[src/hdl/rlsd_pkg.sv]
// Package for the run-length stream decoder.
// Holds phase and result-kind enums, controller/datapath command and status structs,
// and fixed stream constants. No dependencies.
package rlsd_pkg;

  localparam int unsigned HeaderBytes = 16;
  localparam int unsigned HdrIdxW     = 4;
  localparam int unsigned RunFlagBit  = 7;
  localparam logic [31:0] StreamMagic = 32'h21494D46;
  localparam logic [HdrIdxW-1:0] MagicLastIdx = 4'd3;
  localparam logic [HdrIdxW-1:0] CountLastIdx = 4'd7;
  localparam logic [HdrIdxW-1:0] HdrLastIdx   = HdrIdxW'(HeaderBytes - 1);

  typedef enum logic [2:0] {
    PH_HEADER,
    PH_CONTROL,
    PH_LITERAL,
    PH_REPEAT,
    PH_EMIT,
    PH_DONE,
    PH_LOCKED
  } phase_e;

  typedef enum logic [1:0] {
    OUT_BAD,
    OUT_DONE,
    OUT_LITERAL,
    OUT_REPEAT
  } out_kind_e;

  typedef struct packed {
    logic      hdr_step;
    logic      run_load;
    logic      lit_step;
    logic      rep_hold;
    logic      rep_step;
    logic      pkt_dec;
    logic      out_load;
    out_kind_e out_kind;
    logic      out_last;
    logic      out_done;
  } dp_cmd_t;

  typedef struct packed {
    logic out_free;
    logic hdr_idx_magic;
    logic magic_ok;
    logic hdr_last;
    logic pkts_zero;
    logic last_packet;
    logic run_flag;
    logic lit_last;
    logic rep_last;
  } dp_status_t;

endpackage

[src/hdl/rlsd_datapath.sv]
// Datapath of the run-length stream decoder: header shifters, packet and run
// counters, held repeat byte and the output register.
// Depends on rlsd_pkg; driven by rlsd_ctrl.
module rlsd_datapath (
  input  logic                clk_i,
  input  logic                rst_ni,
  input  logic [7:0]          in_byte_i,
  input  logic                out_ready_i,
  input  rlsd_pkg::dp_cmd_t   cmd_i,
  output rlsd_pkg::dp_status_t status_o,
  output logic                out_valid_o,
  output logic [7:0]          byte_a_o,
  output logic [7:0]          byte_b_o,
  output logic [1:0]          byte_count_o,
  output logic                run_last_o,
  output logic                stream_done_o,
  output logic                bad_magic_o
);
  import rlsd_pkg::*;

  logic [HdrIdxW-1:0] hdr_idx_q, hdr_idx_d;
  logic [31:0]        magic_q, magic_d;
  logic [31:0]        pkts_q, pkts_d;
  logic [7:0]         run_left_q, run_left_d;
  logic [7:0]         rep_byte_q, rep_byte_d;
  logic               out_valid_q, out_valid_d;
  logic [7:0]         byte_a_q, byte_a_d;
  logic [7:0]         byte_b_q, byte_b_d;
  logic [1:0]         count_q, count_d;
  logic               last_q, last_d;
  logic               done_q, done_d;
  logic               bad_q, bad_d;
  logic [31:0]        magic_shift;
  logic               rep_pair;

  assign magic_shift = {in_byte_i, magic_q[31:8]};
  assign rep_pair    = run_left_q >= 8'd2;

  always_comb begin
    status_o.out_free      = !out_valid_q || out_ready_i;
    status_o.hdr_idx_magic = hdr_idx_q == MagicLastIdx;
    status_o.magic_ok      = magic_shift == StreamMagic;
    status_o.hdr_last      = hdr_idx_q == HdrLastIdx;
    status_o.pkts_zero     = pkts_q == 32'd0;
    status_o.last_packet   = pkts_q == 32'd1;
    status_o.run_flag      = in_byte_i[RunFlagBit];
    status_o.lit_last      = run_left_q == 8'd1;
    status_o.rep_last      = !(run_left_q > 8'd2);
  end

  always_comb begin
    hdr_idx_d  = hdr_idx_q;
    magic_d    = magic_q;
    pkts_d     = pkts_q;
    run_left_d = run_left_q;
    rep_byte_d = rep_byte_q;
    if (cmd_i.hdr_step) begin
      hdr_idx_d = status_o.hdr_last ? '0 : hdr_idx_q + 1'b1;
      if (!(hdr_idx_q > MagicLastIdx)) begin
        magic_d = magic_shift;
      end else if (!(hdr_idx_q > CountLastIdx)) begin
        pkts_d = {in_byte_i, pkts_q[31:8]};
      end
    end
    if (cmd_i.pkt_dec) begin
      pkts_d = pkts_q - 32'd1;
    end
    if (cmd_i.run_load) begin
      run_left_d = {1'b0, in_byte_i[6:0]} + 8'd1;
    end else if (cmd_i.lit_step) begin
      run_left_d = run_left_q - 8'd1;
    end else if (cmd_i.rep_step) begin
      run_left_d = run_left_q - (rep_pair ? 8'd2 : 8'd1);
    end
    if (cmd_i.rep_hold) begin
      rep_byte_d = in_byte_i;
    end
  end

  always_comb begin
    out_valid_d = out_valid_q && !out_ready_i;
    byte_a_d    = byte_a_q;
    byte_b_d    = byte_b_q;
    count_d     = count_q;
    last_d      = last_q;
    done_d      = done_q;
    bad_d       = bad_q;
    if (cmd_i.out_load) begin
      out_valid_d = 1'b1;
      last_d      = cmd_i.out_last;
      done_d      = cmd_i.out_done;
      bad_d       = cmd_i.out_kind == OUT_BAD;
      unique case (cmd_i.out_kind)
        OUT_LITERAL: begin
          byte_a_d = in_byte_i;
          byte_b_d = 8'd0;
          count_d  = 2'd1;
        end
        OUT_REPEAT: begin
          byte_a_d = rep_byte_q;
          byte_b_d = rep_pair ? rep_byte_q : 8'd0;
          count_d  = rep_pair ? 2'd2 : 2'd1;
        end
        default: begin
          byte_a_d = 8'd0;
          byte_b_d = 8'd0;
          count_d  = 2'd0;
        end
      endcase
    end
  end

  always_ff @(posedge clk_i or negedge rst_ni) begin
    if (!rst_ni) begin
      hdr_idx_q   <= '0;
      magic_q     <= '0;
      pkts_q      <= '0;
      run_left_q  <= '0;
      out_valid_q <= 1'b0;
    end else begin
      hdr_idx_q   <= hdr_idx_d;
      magic_q     <= magic_d;
      pkts_q      <= pkts_d;
      run_left_q  <= run_left_d;
      out_valid_q <= out_valid_d;
    end
  end

  always_ff @(posedge clk_i) begin
    rep_byte_q <= rep_byte_d;
    byte_a_q   <= byte_a_d;
    byte_b_q   <= byte_b_d;
    count_q    <= count_d;
    last_q     <= last_d;
    done_q     <= done_d;
    bad_q      <= bad_d;
  end

  assign out_valid_o   = out_valid_q;
  assign byte_a_o      = byte_a_q;
  assign byte_b_o      = byte_b_q;
  assign byte_count_o  = count_q;
  assign run_last_o    = last_q;
  assign stream_done_o = done_q;
  assign bad_magic_o   = bad_q;

  a_no_overwrite: assert property (@(posedge clk_i) disable iff (!rst_ni)
    cmd_i.out_load |-> status_o.out_free)
    else $error("result loaded over a pending one");

  a_pkt_nonzero: assert property (@(posedge clk_i) disable iff (!rst_ni)
    cmd_i.pkt_dec |-> !status_o.pkts_zero)
    else $error("packet count underflow");

  a_status_shape: assert property (@(posedge clk_i) disable iff (!rst_ni)
    (out_valid_q && (bad_q || count_q == 2'd0)) |-> (last_q && count_q == 2'd0))
    else $error("status result malformed");

  a_run_live: assert property (@(posedge clk_i) disable iff (!rst_ni)
    (cmd_i.lit_step || cmd_i.rep_step) |-> run_left_q != 8'd0)
    else $error("run counter stepped at zero");

endmodule

[src/hdl/rlsd_ctrl.sv]
// Controller of the run-length stream decoder: phase state machine issuing
// datapath commands and input handshake.
// Depends on rlsd_pkg; pairs with rlsd_datapath.
module rlsd_ctrl (
  input  logic                 clk_i,
  input  logic                 rst_ni,
  input  logic                 in_valid_i,
  output logic                 in_ready_o,
  input  rlsd_pkg::dp_status_t status_i,
  output rlsd_pkg::dp_cmd_t    cmd_o
);
  import rlsd_pkg::*;

  phase_e state_q, state_d;
  logic   acc;

  always_comb begin
    unique case (state_q)
      PH_HEADER, PH_CONTROL, PH_LITERAL, PH_REPEAT: in_ready_o = status_i.out_free;
      PH_EMIT:                                      in_ready_o = 1'b0;
      default:                                      in_ready_o = 1'b1;
    endcase
  end

  assign acc = in_valid_i && in_ready_o;

  // next state
  always_comb begin
    state_d = state_q;
    unique case (state_q)
      PH_HEADER: begin
        if (acc) begin
          if (status_i.hdr_idx_magic && !status_i.magic_ok) begin
            state_d = PH_LOCKED;
          end else if (status_i.hdr_last) begin
            state_d = status_i.pkts_zero ? PH_DONE : PH_CONTROL;
          end
        end
      end
      PH_CONTROL: begin
        if (acc) begin
          state_d = status_i.run_flag ? PH_REPEAT : PH_LITERAL;
        end
      end
      PH_LITERAL: begin
        if (acc && status_i.lit_last) begin
          state_d = status_i.last_packet ? PH_DONE : PH_CONTROL;
        end
      end
      PH_REPEAT: begin
        if (acc) begin
          state_d = PH_EMIT;
        end
      end
      PH_EMIT: begin
        if (status_i.out_free && status_i.rep_last) begin
          state_d = status_i.last_packet ? PH_DONE : PH_CONTROL;
        end
      end
      default: state_d = state_q;
    endcase
  end

  // outputs
  always_comb begin
    cmd_o = '0;
    cmd_o.out_kind = OUT_BAD;
    unique case (state_q)
      PH_HEADER: begin
        if (acc) begin
          cmd_o.hdr_step = 1'b1;
          if (status_i.hdr_idx_magic && !status_i.magic_ok) begin
            cmd_o.out_load = 1'b1;
            cmd_o.out_kind = OUT_BAD;
            cmd_o.out_last = 1'b1;
          end else if (status_i.hdr_last && status_i.pkts_zero) begin
            cmd_o.out_load = 1'b1;
            cmd_o.out_kind = OUT_DONE;
            cmd_o.out_last = 1'b1;
            cmd_o.out_done = 1'b1;
          end
        end
      end
      PH_CONTROL: begin
        cmd_o.run_load = acc;
      end
      PH_LITERAL: begin
        if (acc) begin
          cmd_o.lit_step = 1'b1;
          cmd_o.out_load = 1'b1;
          cmd_o.out_kind = OUT_LITERAL;
          cmd_o.out_last = 1'b1;
          cmd_o.pkt_dec  = status_i.lit_last;
          cmd_o.out_done = status_i.lit_last && status_i.last_packet;
        end
      end
      PH_REPEAT: begin
        cmd_o.rep_hold = acc;
      end
      PH_EMIT: begin
        if (status_i.out_free) begin
          cmd_o.rep_step = 1'b1;
          cmd_o.out_load = 1'b1;
          cmd_o.out_kind = OUT_REPEAT;
          cmd_o.out_last = status_i.rep_last;
          cmd_o.pkt_dec  = status_i.rep_last;
          cmd_o.out_done = status_i.rep_last && status_i.last_packet;
        end
      end
      default: cmd_o.out_load = 1'b0;
    endcase
  end

  always_ff @(posedge clk_i or negedge rst_ni) begin
    if (!rst_ni) begin
      state_q <= PH_HEADER;
    end else begin
      state_q <= state_d;
    end
  end

  a_emit_no_input: assert property (@(posedge clk_i) disable iff (!rst_ni)
    state_q == PH_EMIT |-> !in_ready_o)
    else $error("input taken during repeat output");

  a_locked_sticks: assert property (@(posedge clk_i) disable iff (!rst_ni)
    state_q == PH_LOCKED |=> state_q == PH_LOCKED)
    else $error("left locked phase");

  a_done_sticks: assert property (@(posedge clk_i) disable iff (!rst_ni)
    state_q == PH_DONE |=> (state_q == PH_DONE && !cmd_o.out_load))
    else $error("activity after done");

endmodule

[src/hdl/run_length_stream_decoder.sv]
// Run-length stream decoder, top level. A result is registered from the transaction that
// causes it. Control bytes give no result; a header byte gives one only on bad magic or
// zero packet count. Literal byte: one result. Repeat byte: taken, then sent by the repeat
// emit loop as up to 64 two-byte results (odd run: last has one byte), input held off.
// Reset (rst_ni, async, active low) returns to the header phase with counters cleared.
module run_length_stream_decoder (
  input  logic        clk_i,
  input  logic        rst_ni,
  input  logic        s_axis_tvalid_i,
  output logic        s_axis_tready_o,
  input  logic [7:0]  s_axis_tdata_i,  // [7:0] in_byte
  output logic        m_axis_tvalid_o,
  input  logic        m_axis_tready_i,
  output logic [23:0] m_axis_tdata_o,  // [7:0] byte_a, [15:8] byte_b, [17:16] byte_count
  output logic        m_axis_tlast_o,  // run_last
  output logic [1:0]  m_axis_tuser_o   // [0] stream_done, [1] bad_magic
);
  import rlsd_pkg::*;

  dp_cmd_t    cmd;
  dp_status_t status;
  logic [7:0] byte_a;
  logic [7:0] byte_b;
  logic [1:0] byte_count;
  logic       stream_done;
  logic       bad_magic;

  rlsd_ctrl u_ctrl (
    .clk_i      (clk_i),
    .rst_ni     (rst_ni),
    .in_valid_i (s_axis_tvalid_i),
    .in_ready_o (s_axis_tready_o),
    .status_i   (status),
    .cmd_o      (cmd)
  );

  rlsd_datapath u_datapath (
    .clk_i         (clk_i),
    .rst_ni        (rst_ni),
    .in_byte_i     (s_axis_tdata_i),
    .out_ready_i   (m_axis_tready_i),
    .cmd_i         (cmd),
    .status_o      (status),
    .out_valid_o   (m_axis_tvalid_o),
    .byte_a_o      (byte_a),
    .byte_b_o      (byte_b),
    .byte_count_o  (byte_count),
    .run_last_o    (m_axis_tlast_o),
    .stream_done_o (stream_done),
    .bad_magic_o   (bad_magic)
  );

  assign m_axis_tdata_o = {6'd0, byte_count, byte_b, byte_a};
  assign m_axis_tuser_o = {bad_magic, stream_done};

endmodule
[config.mk]
export PLATFORM = sky130hd
export DESIGN_NAME = run_length_stream_decoder
export DESIGN_NICKNAME = d
export VERILOG_FILES = /design/src/hdl/rlsd_pkg.sv /design/src/hdl/rlsd_datapath.sv /design/src/hdl/rlsd_ctrl.sv /design/src/hdl/run_length_stream_decoder.sv
export SDC_FILE = /design/constraint.sdc
export NUM_CORES = 1
export LEC_CHECK = 0
export BUFFER_PORTS_ARGS = -buffer_cell sky130_fd_sc_hd__buf_2
export CAP_MARGIN = 40
export CORE_MARGIN = 4
export CORE_UTILIZATION = 50
export DETAILED_ROUTE_END_ITERATION = 16
export PLACE_DENSITY_LB_ADDON = 0.2
export RECOVER_POWER = 50
export SYNTH_ARGS = -nofsm -noshare
export SYNTH_HDL_FRONTEND = slang
export SYNTH_SLANG_ARGS = --single-unit
[constraint.sdc]
create_clock -name clk_i -period 3.85 [get_ports clk_i]
set_input_delay 0.385 -clock clk_i [delete_from_list [all_inputs] [get_ports clk_i]]
set_output_delay 0.385 -clock clk_i [all_outputs]
set_load 0.03 [all_outputs]
[Yosys cells after proc, flatten, opt, wreduce, memory -nomap -nowiden]
Cells that the tools add are included.
Storage, ports and cells
  bits in registers: 109
  latch bits: 0
  bits in writable memories: 0
  memory bits (read-only): 0
  input bits: 12
  memories kept: 0
Operators by class
  $add $sub $neg: 5
  multipliers: 0
  divide/modulo/power cells: 0
  $lt $le $gt $ge: 4
  eq/ne operators: 18
  shifts and indexed selects: 0
  muxes and demuxes: 40
  bitwise logic cells: 1
  reduce and logical (&&, ||, !) cells: 25
Operators with widths (number)
  two-way mux 32 bit: 4
  equality test 32 x 1 -> 1 bit, second input constant: 1
  equality test 32 x 30 -> 1 bit, second input constant: 1
  logical NOT 32 bit: 1
  subtractor 32 x 1 -> 32 bit, second input constant: 1
  two-way mux 3 bit: 9
  two-way mux 8 bit: 3
  case mux 8 bit (2 select lines): 1
  case mux 3 bit (5 select lines): 1
  case mux 4 bit (3 select lines): 1
  two-way mux 5 bit: 2
  inequality test 2 x 1 -> 1 bit, second input constant: 5
  two-way mux 1 bit: 9
  adder 7 x 1 -> 8 bit, second input constant: 1
  equality test 8 x 1 -> 1 bit, second input constant: 1
  >= comparator 8 x 2 -> 1 bit, second input constant: 1
  greater-than comparator 8 x 2 -> 1 bit, second input constant: 1
  logical AND 1 bit: 8
  two-way mux 4 bit: 2
  subtractor 8 x 1 -> 8 bit, second input constant: 1
  subtractor 8 bit: 1
  two-way mux 7 bit: 1
  AND reduction 7 bit: 1
  equality test 3 x 2 -> 1 bit, second input constant: 2
  26 further kinds: 34

[Logic depth before layout (Yosys ltp)]
Gate-level depths: netlist of the first run.
  depth after elaboration: 8
  gate-level depth with buffers: 13
  mapped depth without buffers: 11

[Modules after synthesis]
From an unflattened synthesis of the first run, not the netlist that was laid out.
Second synthesis, totals
  cells, all modules: 535
  area total of the unflattened synthesis: 5530.3 um^2
Modules (own cells, without submodules)
  rlsd_datapath: times used 1, cells each 470, area an instance 5059.9 um^2
  rlsd_ctrl: times used 1, cells each 56, area an instance 406.6 um^2
  run_length_stream_decoder: times used 1, cells each 9, area an instance 63.8 um^2

[Worst setup path after synthesis of the first run]
OpenSTA, ideal clock, no wires.
  kind: register to register
  start: reg u_datapath.run_left_q[4]
  end: reg u_datapath.run_left_q[6]
  library setup time: 0.136 ns
  arrival time: 3.073 ns
  required time: 3.714 ns
  setup slack: 0.640 ns
  cell stages (with the launch flop): 14
  period minus slack after synthesis: 3.210 ns
  cell sequence: dfrtp_1 or4_4 or3_1 buf_6 or3_1 clkbuf_1 inv_1 ha_1 inv_1 fa_1 a2bb2oi_1 nor3_1 xnor2_1 a21oi_1
Between the ends
  cells in the longest elaborated chain, start to end: 6
  elaborated cells between the ends (all ways): 7
  classes of those cells: add/sub: 2; order compare: 1; mux: 4
RTL lines
  start, declared: line rlsd_datapath.sv:24  | logic [7:0] run_left_q, run_left_d;
  start signal, assigned: line rlsd_datapath.sv:124  | run_left_q <= run_left_d;
  >= comparator 8 x 2 -> 1 bit: line rlsd_datapath.sv:37  | assign rep_pair = run_left_q >= 8'd2;
  two-way mux 2 bit: line rlsd_datapath.sv:73  | run_left_d = run_left_q - (rep_pair ? 8'd2 : 8'd1);
  subtractor 8 bit: line rlsd_datapath.sv:73
  two-way mux 8 bit: line rlsd_datapath.sv:72  | end else if (cmd_i.rep_step) begin
  two-way mux 8 bit *: line rlsd_datapath.sv:70  | end else if (cmd_i.lit_step) begin
  two-way mux 8 bit *: line rlsd_datapath.sv:68  | if (cmd_i.run_load) begin
Every way passes the cells marked *; elsewhere a longest branch is shown, timed or not. The select of a mux whose other input is x is not followed.
A chain may end at the register's enable or synchronous reset.

[Final worst setup path of the first run]
  start: reg u_datapath.run_left_q[4]
  end: reg u_datapath.run_left_q[4]
Same word-level chain as after synthesis.

==> results of run 1 <==
-- routing by layer --
metal | wire length (um) | global-route usage | share of wire
met4 | 279 | 0.09113 | 0.024
met2 | 5567 | 0.3200 | 0.48
met3 | 552 | 0.03397 | 0.048
met1 | 5155 | 0.2616 | 0.45
met5 | 0 | 0 | 0
-- area by class of cell --
cell class | count | area, um^2
Sequential cell | 101 | 2673
Clock buffer | 10 | 127.6
Clock inverter | 6 | 58.81
Inverter | 11 | 41.29
Fill cell | 934 | 4628
Multi-Input combinational cell | 362 | 2395
Tap cell | 136 | 170.2
Timing Repair Buffer | 41 | 183.9
-- critical path, cell delays in order, from the launching register on --
cell and delay, ns:
dfrtp_1 0.43, or4_4 0.53, or3_1 0.33, or3_1 0.45, inv_1 0.20, ha_1 0.17
inv_1 0.06, fa_1 0.37, a2bb2oi_1 0.19, nor3_1 0.21, xnor2_1 0.16, a21oi_1 0.09
-- registers in the layout, indices dropped and copies added, names as in the netlist, 2 cells and up --
signal,flops
u_datapath.pkts_q,32
u_datapath.byte_b_o,8
u_datapath.run_left_q,8
u_ctrl.state_q,3
u_datapath.hdr_idx_q,4
u_datapath.rep_byte_q,8
u_datapath.byte_count_o,2
u_datapath.byte_a_o,8
u_datapath.magic_q,24
-- where the power goes --
part	internal [W]	switching, W	leakage [nW]
combinational	0.000658	0.00107	0.935
sequential	0.00163	0.000461	1.16
clock	0.000248	0.000400	0.0902
-- synth_stat cells, types with 3 or more instances --
| cell type | n |
|---|---|
| nand2b_1 | 3 |
| a211oi_1 | 9 |
| mux2_2 | 23 |
| or4_1 | 4 |
| o211ai_1 | 17 |
| and3_1 | 17 |
| o31ai_1 | 3 |
| o311ai_0 | 6 |
| or3_1 | 7 |
| ha_1 | 11 |
| a311oi_1 | 4 |
| nor4_1 | 6 |
| nand3_1 | 23 |
| o21ai_0 | 12 |
| nor3_1 | 19 |
| xnor2_1 | 7 |
| dfrtp_1 | 72 |
| o21ai_1 | 3 |
| nand4_1 | 9 |
| nand2_1 | 50 |
| a21oi_1 | 20 |
| buf_4 | 8 |
| nor4b_1 | 3 |
| or4_4 | 3 |
| nor2_1 | 42 |
| edfxtp_1 | 29 |
| inv_1 | 11 |
| clkbuf_1 | 21 |
| nor2b_1 | 5 |
| a22oi_1 | 3 |
| xor2_1 | 5 |
| a22o_1 | 7 |
-- final timing paths --
check                                         start                  endpoint  slack (ns)  depth (start not counted)
max in group asynchronous                    rst_ni    u_datapath.magic_q[19]        1.71                          2
setup / recovery           u_datapath.run_left_q[4]  u_datapath.run_left_q[4]        0.52                         11
hold reg to reg              u_datapath.magic_q[10]    u_datapath.magic_q[10]        0.51                          1
setup reg to reg           u_datapath.run_left_q[4]  u_datapath.run_left_q[4]        0.52                         11
min in group asynchronous                    rst_ni  u_datapath.run_left_q[1]        0.33                          1
hold / removal                    s_axis_tdata_i[1]  u_datapath.rep_byte_q[1]        0.29                          1
-- cells by family (layout without fill, tap and decap cells) --
logic type,Yosys count,count (layout)
simple gates,205,205
buf+inv,43,68
xor+xnor,12,12
flops,101,101
other cells,1,6
compound gates,102,102
mux,25,25
fa+ha+maj,12,12
-- per-stage QoR --
| stage | setup WS [ns] | cells | total power, W | instance area (um^2) | hold slack (ns) |
|---|---|---|---|---|---|
| after CTS | 0.4904 | 667 | 0.004522 | 5715 | 0.04456 |
| after detailed placement | 0.5068 | 651 | 0.003872 | 5529 | 0.4626 |
| after floorplan | 0.6404 | 506 | 0.003398 | 5268 | 0.08941 |
| after global routing | 0.2211 | 667 | 0.004801 | 5649 | 0.3007 |
| after global placement | 0.6608 | 649 | 0.003808 | 5487 | 0.4886 |
| final | 0.5238 | 667 | 0.004472 | 5649 | 0.2873 |
==> key figures, run 1 <==
Outcome
  – Failing checks: max-capacitance violations
  – Status: complete, but fails checks

Clock network
  – Clock buffer depth: 2
  – CTS tree: yes
  – Post-CTS sizing: 0
  – Clock Tree Root: clkbuf_8
  – Clock transition at path regs: 0.11 ns
  – H-Tree Level Count: 3
  – Total setup buffers inserted after CTS: 0
  – CTS sink cnt: 101
  – Quantity of hold-fixing buffers added after cts: 0
  – Worst-Skew Late Latency: 0.39 ns
  – Num CTS Buffers: 9

Synth
  – Synth Instances: 501
  – Post-synthesis compound-gate area fraction: 0.1440
  – Top-area cell type share of the netlist area: 0.3433
  – Main combinational cell family by area after synthesis: simple AND/OR/NAND/NOR gates
  – Synth Flop Type: dfrtp_1
  – Post-Synth Simple-Gate Area: 0.2048
  – Post-synthesis sequential area ratio: 0.5092
  – Cell Area, Synth: approximately 5200 um^2
  – #FFs+latches synth: 101
  – Synth top area cells: dfrtp_1 34%, edfxtp_1 17%, mux2_2 4.9%, nand2_1 3.6%, nor2_1 3.0%
  – Syn avg cell area: between 10 and 15 um^2
  – Yosys top cell by area: dfrtp_1
  – Mux contribution to synthesized area: 0.05316
  – Post-synthesis async set-or-reset flop share: 0.7129
  – Synth unique cells: 63
  – Post-Synth Adder-Cell Area: 0.03004
  – Post-synthesis xor/xnor area fraction: 0.02002
  – Yosys warning count: 0
  – Number of synthesized flops with an enable pin: 29

Final layout
  – P&R area growth vs syn: 7.628%
  – Commonest cells after routing, fill and taps aside: 72 x dfrtp_1, 50 x nand2_1, 42 x nor2_1
  – Final nets: 550
  – Utilization after layout: 0.5497
  – # diodes: 0
  – Layout cell share with drive strength beyond 1: 0.1111
  – Commonest non-fill, non-tap cell in the layout: dfrtp_1

Worst setup path
  – Worst EP required: 4.11 ns
  – CP max FO: 10
  – Critical path class: flip-flop to flip-flop
  – Worst setup EP type: flip-flop
  – CP Launch Type: flip-flop
  – Worst Path Arrival: 3.59 ns

Run
  – Max-cap violations: 1

Global routing
  – Number of global-route vias before repair: slightly above 4000
  – GRT overflow: 0
  – GRT Total Usage: 0.1983
  – Initial antenna violation count: 0
  – Largest net degree at the start of global routing: 31
  – First-pass GRT wire length: ~20000 um

Route
  – Routed via count: 4034
  – Initial DRC count: just under 300
  – Drt total wl: 11550 um
  – Drt pass-1 iters: 5
  – DR WL/cell: 17.32 um
  – Routed vias/inst: just over 6
  – Post-route ant nets: 0
  – Detailed-route DRC error count: 0

Min path
  – Min-Delay Path Class: primary input to flip-flop

Floorplanning
  – I/O pin count: 41
  – Die width: 110.5 um
  – CORE AREA: 10280 um^2
  – Row count: 37
  – Die H: 110.5 um
  – Die Footprint: 12200 um^2
  – Initial Util: 0.5107

Timing
  – Post-route minimum period: around 3.3 ns
  – Final setup vio count: 0
  – Worst Skew: 0.01494 ns
  – Final setup TNS: 0 ns
  – Max-slew violations: 0
  – Max Fclk: 300.6 MHz
  – Least-Margin Pin Slew: approximately 1.5 ns
  – Final hold violations: 0
  – RSZ-0062 raised after global routing: no
  – Fin crit share: 0.8640
  – Slew HR: 0.005661

Pwr
  – Max rail drop VDD: 0.0003172 V
  – LEAKAGE: 2.182 nW
  – Power per Cell Area: 791.5 nW/um^2

Placement
  – Routability congestion estimate from global placement: 0.8492
  – DP HPWL: 8280 um
  – Port Buf Inserts: 34
Power figures use the tool's default switching activity.
==> inputs of run 2 (changes only) <==
CTS_CLUSTER_DIAMETER = 200   (was unset)
CTS_CLUSTER_SIZE = 30   (was unset)
clock period = 3.36 ns   (was 3.85 ns; I/O delays follow)
==> run 2 against run 1 <==
- count of clock-buffer cells in the layout is 1 lower
- sequential power up 14%
- routed wire length down 2.2%
- die area unchanged
- first-iteration DRC count decreased by 13%
- cell count up 0.75%
- clock power increased by 24%
- design area grew 1.0%
- critical path type unchanged
- critical path depth unchanged
- sequential share of layout area is 0.48 points lower
- clock skew is 0.0026 ns lower
- register-to-register slack worse by 0.28 ns
- the run ends with max-capacitance violations, max-slew violations left
==> key figures, run 2 (same netlist as run 1, synthesis figures left out) <==
Pwr
  – Switch Pwr: 0.002236 W
  – Total chip power: 0.005182 W
  – Max rail drop VDD: 0.0004824 V
  – Internal: about 0.0029 W
  – Clk network pwr share: 0.155
  – Reg power frac: 0.461
  – Switching Share: 0.4316
  – Comb pwr share: 0.384
  – Power per Cell Area: 908.0 nW/um^2
  – LEAKAGE: 2.220 nW

Timing
  – Worst Skew: 0.01236 ns
  – Slew HR: -0.3663
  – Fin crit share: 0.9262
  – Final setup TNS: 0 ns
  – Max Fclk: 321.3 MHz
  – Final setup vio count: 0
  – Max-slew violations: 39
  – RSZ-0062 raised after global routing: no
  – Least-Margin Pin Slew: 2.049 ns
  – Post-route minimum period: 3.112 ns
  – Final hold violations: 0

Worst setup path
  – Worst setup EP type: flip-flop
  – CP Launch Type: flip-flop
  – Reg-to-Reg End: u_datapath.run_left_q[4]
  – Reg2reg path depth: 11
  – Worst EP required: around 3.6 ns
  – FF-to-FF Start: u_datapath.run_left_q[4]
  – Family with the most delay on the worst path: simple AND/OR/NAND/NOR gates
  – Critical path class: flip-flop to flip-flop
  – CP max FO: 4
  – Critical Path Max Stage Delay: 0.54 ns
  – Crit-path slowest cell: or4_4
  – Worst Path Arrival: 3.37 ns
  – Critical path buffers and inverters: 2
  – FF-to-FF setup slack: 0.25 ns
  – Worst path cell trace: or4_4 -> or3_1 -> or3_1 -> inv_1 -> ha_1 -> inv_1 -> fa_1 -> a2bb2oi_1 -> nor3_1 -> xnor2_1 -> a21oi_1

Clock network
  – Post-CTS sizing: 0
  – Num CTS Buffers: 9
  – H-Tree Level Count: 3
  – Clock Tree Root: clkbuf_8
  – Worst-Skew Late Latency: 0.39 ns
  – Clock transition at path regs: 0.11 ns
  – Clock buffer depth: 2
  – CTS tree: yes
  – CTS sink cnt: between 100 and 150

Final layout
  – Final nets: 555
  – Layout cell share with drive strength beyond 1: 0.1213
  – Register Area: 2673 um^2
  – Reg with most FFs: u_datapath.pkts_q
  – Max FFs per register: 32
  – Commonest non-fill, non-tap cell in the layout: dfrtp_1
  – Fillcell total: 898
  – Largest regs: u_datapath.pkts_q (32), u_datapath.magic_q (24)
  – # diodes: 0
  – Multi-input gate area: between 2000 and 2500 um^2
  – P&R area growth vs syn: 8.725%
  – Commonest cells after routing, fill and taps aside: 72 x dfrtp_1, 50 x nand2_1, 42 x nor2_1

Floorplanning
  – CORE AREA: between 10000 and 15000 um^2
  – Die H: 110.5 um
  – Die Footprint: 12200 um^2
  – Initial Util: 0.5107
  – Die width: 110.5 um
  – I/O pin count: 41
  – Row count: 37

Route
  – Post-route ant nets: 0
  – Routed vias/inst: around 5.8
  – Initial DRC count: 254
  – DR WL/cell: about 17 um
  – Detailed-route DRC error count: 0
  – Drt pass-1 iters: 4
  – Routed via count: 3930
  – Drt total wl: 11300 um

Global routing
  – GRT overflow: 0
  – Number of global-route vias before repair: 3851
  – First-pass GRT wire length: between 15000 and 20000 um
  – Initial antenna violation count: 0
  – Largest net degree at the start of global routing: 39
  – GRT Total Usage: 0.1936

Min path
  – Hold path endpoint: u_datapath.rep_byte_q[1]
  – Hold_sp: s_axis_tdata_i[1]
  – Hold Path Stages: 1
  – Min-Delay Path Class: primary input to flip-flop

Placement
  – DP HPWL: 8194 um
  – Port Buf Inserts: 34
  – Routability congestion estimate from global placement: 0.8841

Outcome
  – Status: complete, but fails checks
  – Failing checks: max-capacitance violations, max-slew violations

Run
  – Max-cap violations: 1
==> run 2: cell types whose count changed in the layout (fill, tap and decap cells not counted) <==
cell           previous run  this run
clkbuf_1                 34        32
inv_12                    0         1
clkinv_4                  2         1
inv_6                     2         1
buf_8                     1         0
clkinvlp_4                1         0
dlygate4sd3_1             0         1
buf_4                     4         8
inv_8                     0         2
clkbuf_2                  0         2
clkinv_8                  1         2
==> run 2: how the worst max path moves through the flow <==
stage	slack (ns)	endpoint	cells past startpoint	from
floorplan	0.15	u_datapath.run_left_q[6]	13	u_datapath.run_left_q[4]
global placement	0.32	u_datapath.run_left_q[4]	11	u_datapath.run_left_q[6]
detailed placement	0.25	u_datapath.run_left_q[6]	11	u_datapath.run_left_q[4]
CTS	0.23	u_datapath.run_left_q[4]	11	u_datapath.run_left_q[4]
global route	0.05	u_datapath.pkts_q[22]	4	rst_ni
finish	0.25	u_datapath.run_left_q[4]	11	u_datapath.run_left_q[4]
==> run 2: cell type report <==
class / instances / area share
Timing Repair Buffer: 46 / 0.03771
Tap cell: 136 / 0.02982
Inverter: 11 / 0.007235
Clock buffer: 9 / 0.02171
Sequential cell: 101 / 0.4683
Clock inverter: 7 / 0.01557
Multi-Input combinational cell: 362 / 0.4196
==> run 2: layer usage <==
layer | vias to the layer above | global-route usage | part of all wire
met5 | - | 0 | 0
met4 | 0 | 0.05419 | 0.013
met3 | 11 | 0.03836 | 0.043
met2 | 69 | 0.3273 | 0.50
met1 | 1929 | 0.2540 | 0.44
li1 | 1921 | - | -
==> run 2: through the flow <==
step | setup WS (ns) | std cells | instance area, um^2 | hold slack, ns | utilization
floorplan | 0.1504 | 506 | 5268 | 0.04041 | -
global route | 0.04775 | 672 | 5707 | 0.2651 | 0.5553
finish | 0.2478 | 672 | 5707 | 0.2659 | 0.5553
global placement | 0.3220 | 654 | 5524 | 0.4882 | 0.5375
detailed placement | 0.2534 | 655 | 5544 | 0.1728 | 0.5394
CTS | 0.2319 | 672 | 5767 | 0.1818 | 0.5611
==> run 2: timing repair <==
item / in CTS / in global routing
hold buffers: 1 / 0
setup buffers: 0 / 0
hold endpoints to repair: 8 / 0
==> run 2: power by group through the flow <==
stage	Clock (W)	Sequential (W)	Combinational, W
floorplan	0	0.00249	0.00140
global placement	0	0.00237	0.00200
detailed placement	0	0.00239	0.00204
CTS	0.000822	0.00238	0.00204
global route	0.000873	0.00248	0.00223
finish	0.000801	0.00239	0.00199
==> run 2: worst reg2reg max path, stage by stage, from the launching register on <==
cell	delay, ns
dfrtp_1	0.43
or4_4	0.54
or3_1	0.34
or3_1	0.33
inv_1	0.15
ha_1	0.17
inv_1	0.06
fa_1	0.36
a2bb2oi_1	0.18
nor3_1	0.21
xnor2_1	0.15
a21oi_1	0.08
==> inputs of run 3 (changes only) <==
ABC_CLOCK_PERIOD_IN_PS = 3360   (was unset)
GPL_TIMING_DRIVEN = 0   (was unset)
SYNTH_HIERARCHICAL = 1   (was unset)
==> run 3 against run 2 <==
- the run still ends with max-capacitance violations, max-slew violations left
- critical path type unchanged
- clock skew rose by 0.0057 ns
- synthesized cell count increased by 6.8%
- register-to-register slack got worse by 0.11 ns
- sequential share of layout area shrank 3.9 points
- fmax shrank 3.3%
- global-route usage grew 1.2 points
==> key figures, run 3 <==
Outcome
  – Status: complete, but fails checks
  – Failing checks: max-capacitance violations, max-slew violations

Synth
  – Synth Flop Type: dfrtp_1
  – Most common cell in the netlist: dfrtp_1
  – Mux contribution to synthesized area: 0.08665
  – #FFs+latches synth: 101
  – Yosys top cell by area: dfrtp_1
  – Top-area cell type share of the netlist area: 0.3258
  – Post-synthesis xor/xnor area fraction: 0.02851
  – Synth unique cells: 69
  – Synth top area cells: dfrtp_1 33%, edfxtp_1 16%, mux2_2 6.3%, nor2_1 3.1%, nand2_1 2.9%
  – Cell Area, Synth: approximately 5500 um^2
  – Number of synthesized flops with an enable pin: 29
  – Commonest cells in the netlist: 72 x dfrtp_1, 46 x nor2_1, 43 x nand2_1
  – Post-Synth Simple-Gate Area: 0.2197
  – Syn avg cell area: 10.34 um^2
  – Post-Synth Adder-Cell Area: 0.02805
  – Synth Instances: approximately 540
  – Post-synthesis compound-gate area fraction: 0.1050
  – Yosys warning count: 6
  – Post-synthesis sequential area ratio: 0.4833
  – Post-synthesis async set-or-reset flop share: 0.7129
  – Main combinational cell family by area after synthesis: simple AND/OR/NAND/NOR gates

Pwr
  – Power per Cell Area: 872.8 nW/um^2
  – Switch Pwr: 0.002350 W
  – Internal: 0.003086 W
  – Max rail drop VDD: 0.0003833 V
  – Switching Share: 0.4323
  – LEAKAGE: 2.403 nW
  – Reg power frac: 0.433
  – Clk network pwr share: 0.146
  – Comb pwr share: 0.421

Route
  – DR WL/cell: about 17 um
  – Drt pass-1 iters: 5
  – Routed vias/inst: 5.766
  – Routed via count: 4290
  – Detailed-route DRC error count: 0
  – Initial DRC count: around 330
  – Post-route ant nets: 0
  – Drt total wl: 12880 um

Worst setup path
  – Worst EP required: 3.61 ns
  – Reg-to-Reg End: u_datapath/byte_b_o[0]
  – Worst Path Arrival: 3.47 ns
  – CP Launch Type: flip-flop
  – CP max FO: 10
  – FF-to-FF Start: u_datapath/pkts_q[4]
  – Reg2reg path depth: 12
  – FF-to-FF setup slack: 0.14 ns
  – Critical path class: flip-flop to flip-flop
  – Worst setup EP type: flip-flop

Min path
  – Min-Delay Path Class: primary input to flip-flop
  – Hold Path Stages: 1
  – Hold_sp: s_axis_tdata_i[2]
  – Hold path endpoint: u_datapath/rep_byte_q[2]

Final layout
  – # diodes: 0
  – Commonest non-fill, non-tap cell in the layout: dfrtp_1
  – Max FFs per register: 32
  – Fin cells: between 700 and 800
  – Largest regs: u_datapath/pkts_q (32), u_datapath/magic_q (24)
  – Register Area: 2673 um^2
  – Commonest cells after routing, fill and taps aside: 72 x dfrtp_1, 46 x nor2_1, 44 x clkbuf_1
  – Final nets: about 620
  – Layout cell share with drive strength beyond 1: 0.1838
  – Fillcell total: 953
  – Multi-input gate area: 2661 um^2
  – P&R area growth vs syn: 12.60%
  – Reg with most FFs: u_datapath/pkts_q
  – Design area: 6227 um^2

Global routing
  – GRT overflow: 0
  – First-pass GRT wire length: approximately 21000 um
  – M2 GR Usage: 0.3373
  – Initial antenna violation count: 0
  – GRT met3 Usage: 0.03583
  – Met1 global-route usage: 0.2822
  – Largest net degree at the start of global routing: 65
  – Grt peak-use layer: met2
  – Number of global-route vias before repair: 4283
  – GRT Total Usage: 0.2061

Timing
  – Fin crit share: 0.9577
  – Least-Margin Pin Slew: approximately 1.6 ns
  – Worst Skew: approximately 0.018 ns
  – Max Fclk: 310.8 MHz
  – Slew HR: -0.07929
  – Final setup TNS: 0 ns
  – Max-slew violations: 65
  – Post-route minimum period: 3.218 ns
  – Final setup margin: 0.1422 ns
  – Final hold violations: 0
  – Final setup vio count: 0

Floorplanning
  – Die width: 113.2 um
  – I/O pin count: 41
  – CORE AREA: 10840 um^2
  – Die H: 113.2 um
  – Row count: 38
  – Die Footprint: 12810 um^2
  – Initial Util: 0.5102

Placement
  – Port Buf Inserts: 34
  – Placed Cells: 716
  – Routability congestion estimate from global placement: 0.9368
  – Placed inst area: 5929 um^2
  – Post-Place Setup Slack: -1.150 ns
  – DP HPWL: 8979 um

Clock network
  – Num CTS Buffers: 9
  – Clock buffer depth: 2
  – CTS tree: yes
  – Clock transition at path regs: 0.12 ns
  – CTS sink cnt: approximately 100
  – H-Tree Level Count: 3
  – Clock Tree Root: clkbuf_8
  – Worst-Skew Late Latency: 0.38 ns

Run
  – Max-cap violations: 1
## run 3: cell count changes in the layout (fill, tap and decap cells not counted), moves of 9 or more
cell      before  now
buf_4          8   24
o211ai_1      17    2
clkbuf_1      32   44
mux2i_1        2   13
nand3_1       23   12
and3_1        17    7
o21ai_0       12   22
and2_1         0    9
nand2_1       50   41
## run 3: timing repair
action,in CTS,in global routing
endpoints found under the hold margin,8,0
hold buffers,1,0
endpoints found under the setup margin,61,28
gates resized for setup,10,6
pin swaps,1,4
setup buffers,0,14
## run 3: cell families (layout without fill, tap and decap cells)
group                    count (synthesis)  in the layout
AND/OR/NAND/NOR                        217            217
other                                    1              6
buffers and inverters                   51            115
XOR/XNOR                                18             18
multiplexers                            44             44
AO/OA/AOI/OAI                           91             91
flip-flops                             101            101
adder cells (fa/ha/maj)                 12             12
## run 3: worst max path at each step
| stage | cells past startpoint | start | end |
|---|---|---|---|
| 4_1_cts | 10 | u_datapath/pkts_q[10] | u_datapath/byte_b_o[0] |
| 3_5_place_dp | 12 | u_datapath/pkts_q[0] | u_datapath/byte_b_o[0] |
| 5_1_grt | 12 | u_datapath/pkts_q[4] | u_datapath/byte_b_o[0] |
| 3_3_place_gp | 12 | u_datapath/pkts_q[0] | u_datapath/byte_b_o[1] |
| 6_report | 12 | u_datapath/pkts_q[4] | u_datapath/byte_b_o[0] |
| 2_1_floorplan | 11 | u_datapath/pkts_q[4] | u_datapath/byte_b_o[0] |
## run 3: final cells by class
| type | instances | area share |
|---|---|---|
| timing repair buffer | 51 | 0.04119 |
| clock buffer | 9 | 0.01989 |
| multi-input combinational | 388 | 0.4274 |
| buffer | 32 | 0.03054 |
| inverter | 16 | 0.01025 |
| clock inverter | 7 | 0.01346 |
| tap | 140 | 0.02813 |
| sequential | 101 | 0.4292 |
## run 3: per-layer routing
metal	wire (um)	vias up
met2	6260	129
met4	198	0
met5	0	-
met3	653	17
li1	-	2062
met1	5766	2082
## run 3: per-stage QoR
stage                     power (W)  hold WS, ns    util
after floorplan            0.003995      0.04041       -
after global placement     0.004522       0.4905  0.5437
after detailed placement   0.004624       0.1844  0.5470
after CTS                  0.005452       0.1242  0.5697
after global routing       0.005834       0.1121  0.5744
final                      0.005435       0.1422  0.5744
## run 3: power groups by stage
stage               sequential [W]  clock (W)  combinational [W]
floorplan                  0.00246          0            0.00154
global placement           0.00233          0            0.00219
detailed placement         0.00236          0            0.00226
CTS                        0.00234   0.000821            0.00229
global route               0.00244   0.000870            0.00253
finish                     0.00236   0.000794            0.00229
## run 3: worst max-delay path, cell delays in order, from the launching register on
cell and delay [ns]:
dfrtp_1 0.36, buf_2 0.17, nor4_4 0.43, nand4_1 0.17, buf_4 0.19, or3_1 0.42, nor3_2 0.27, nand4_1 0.22
nand2_4 0.24, inv_1 0.11, nor3b_4 0.19, buf_4 0.18, and2_1 0.14
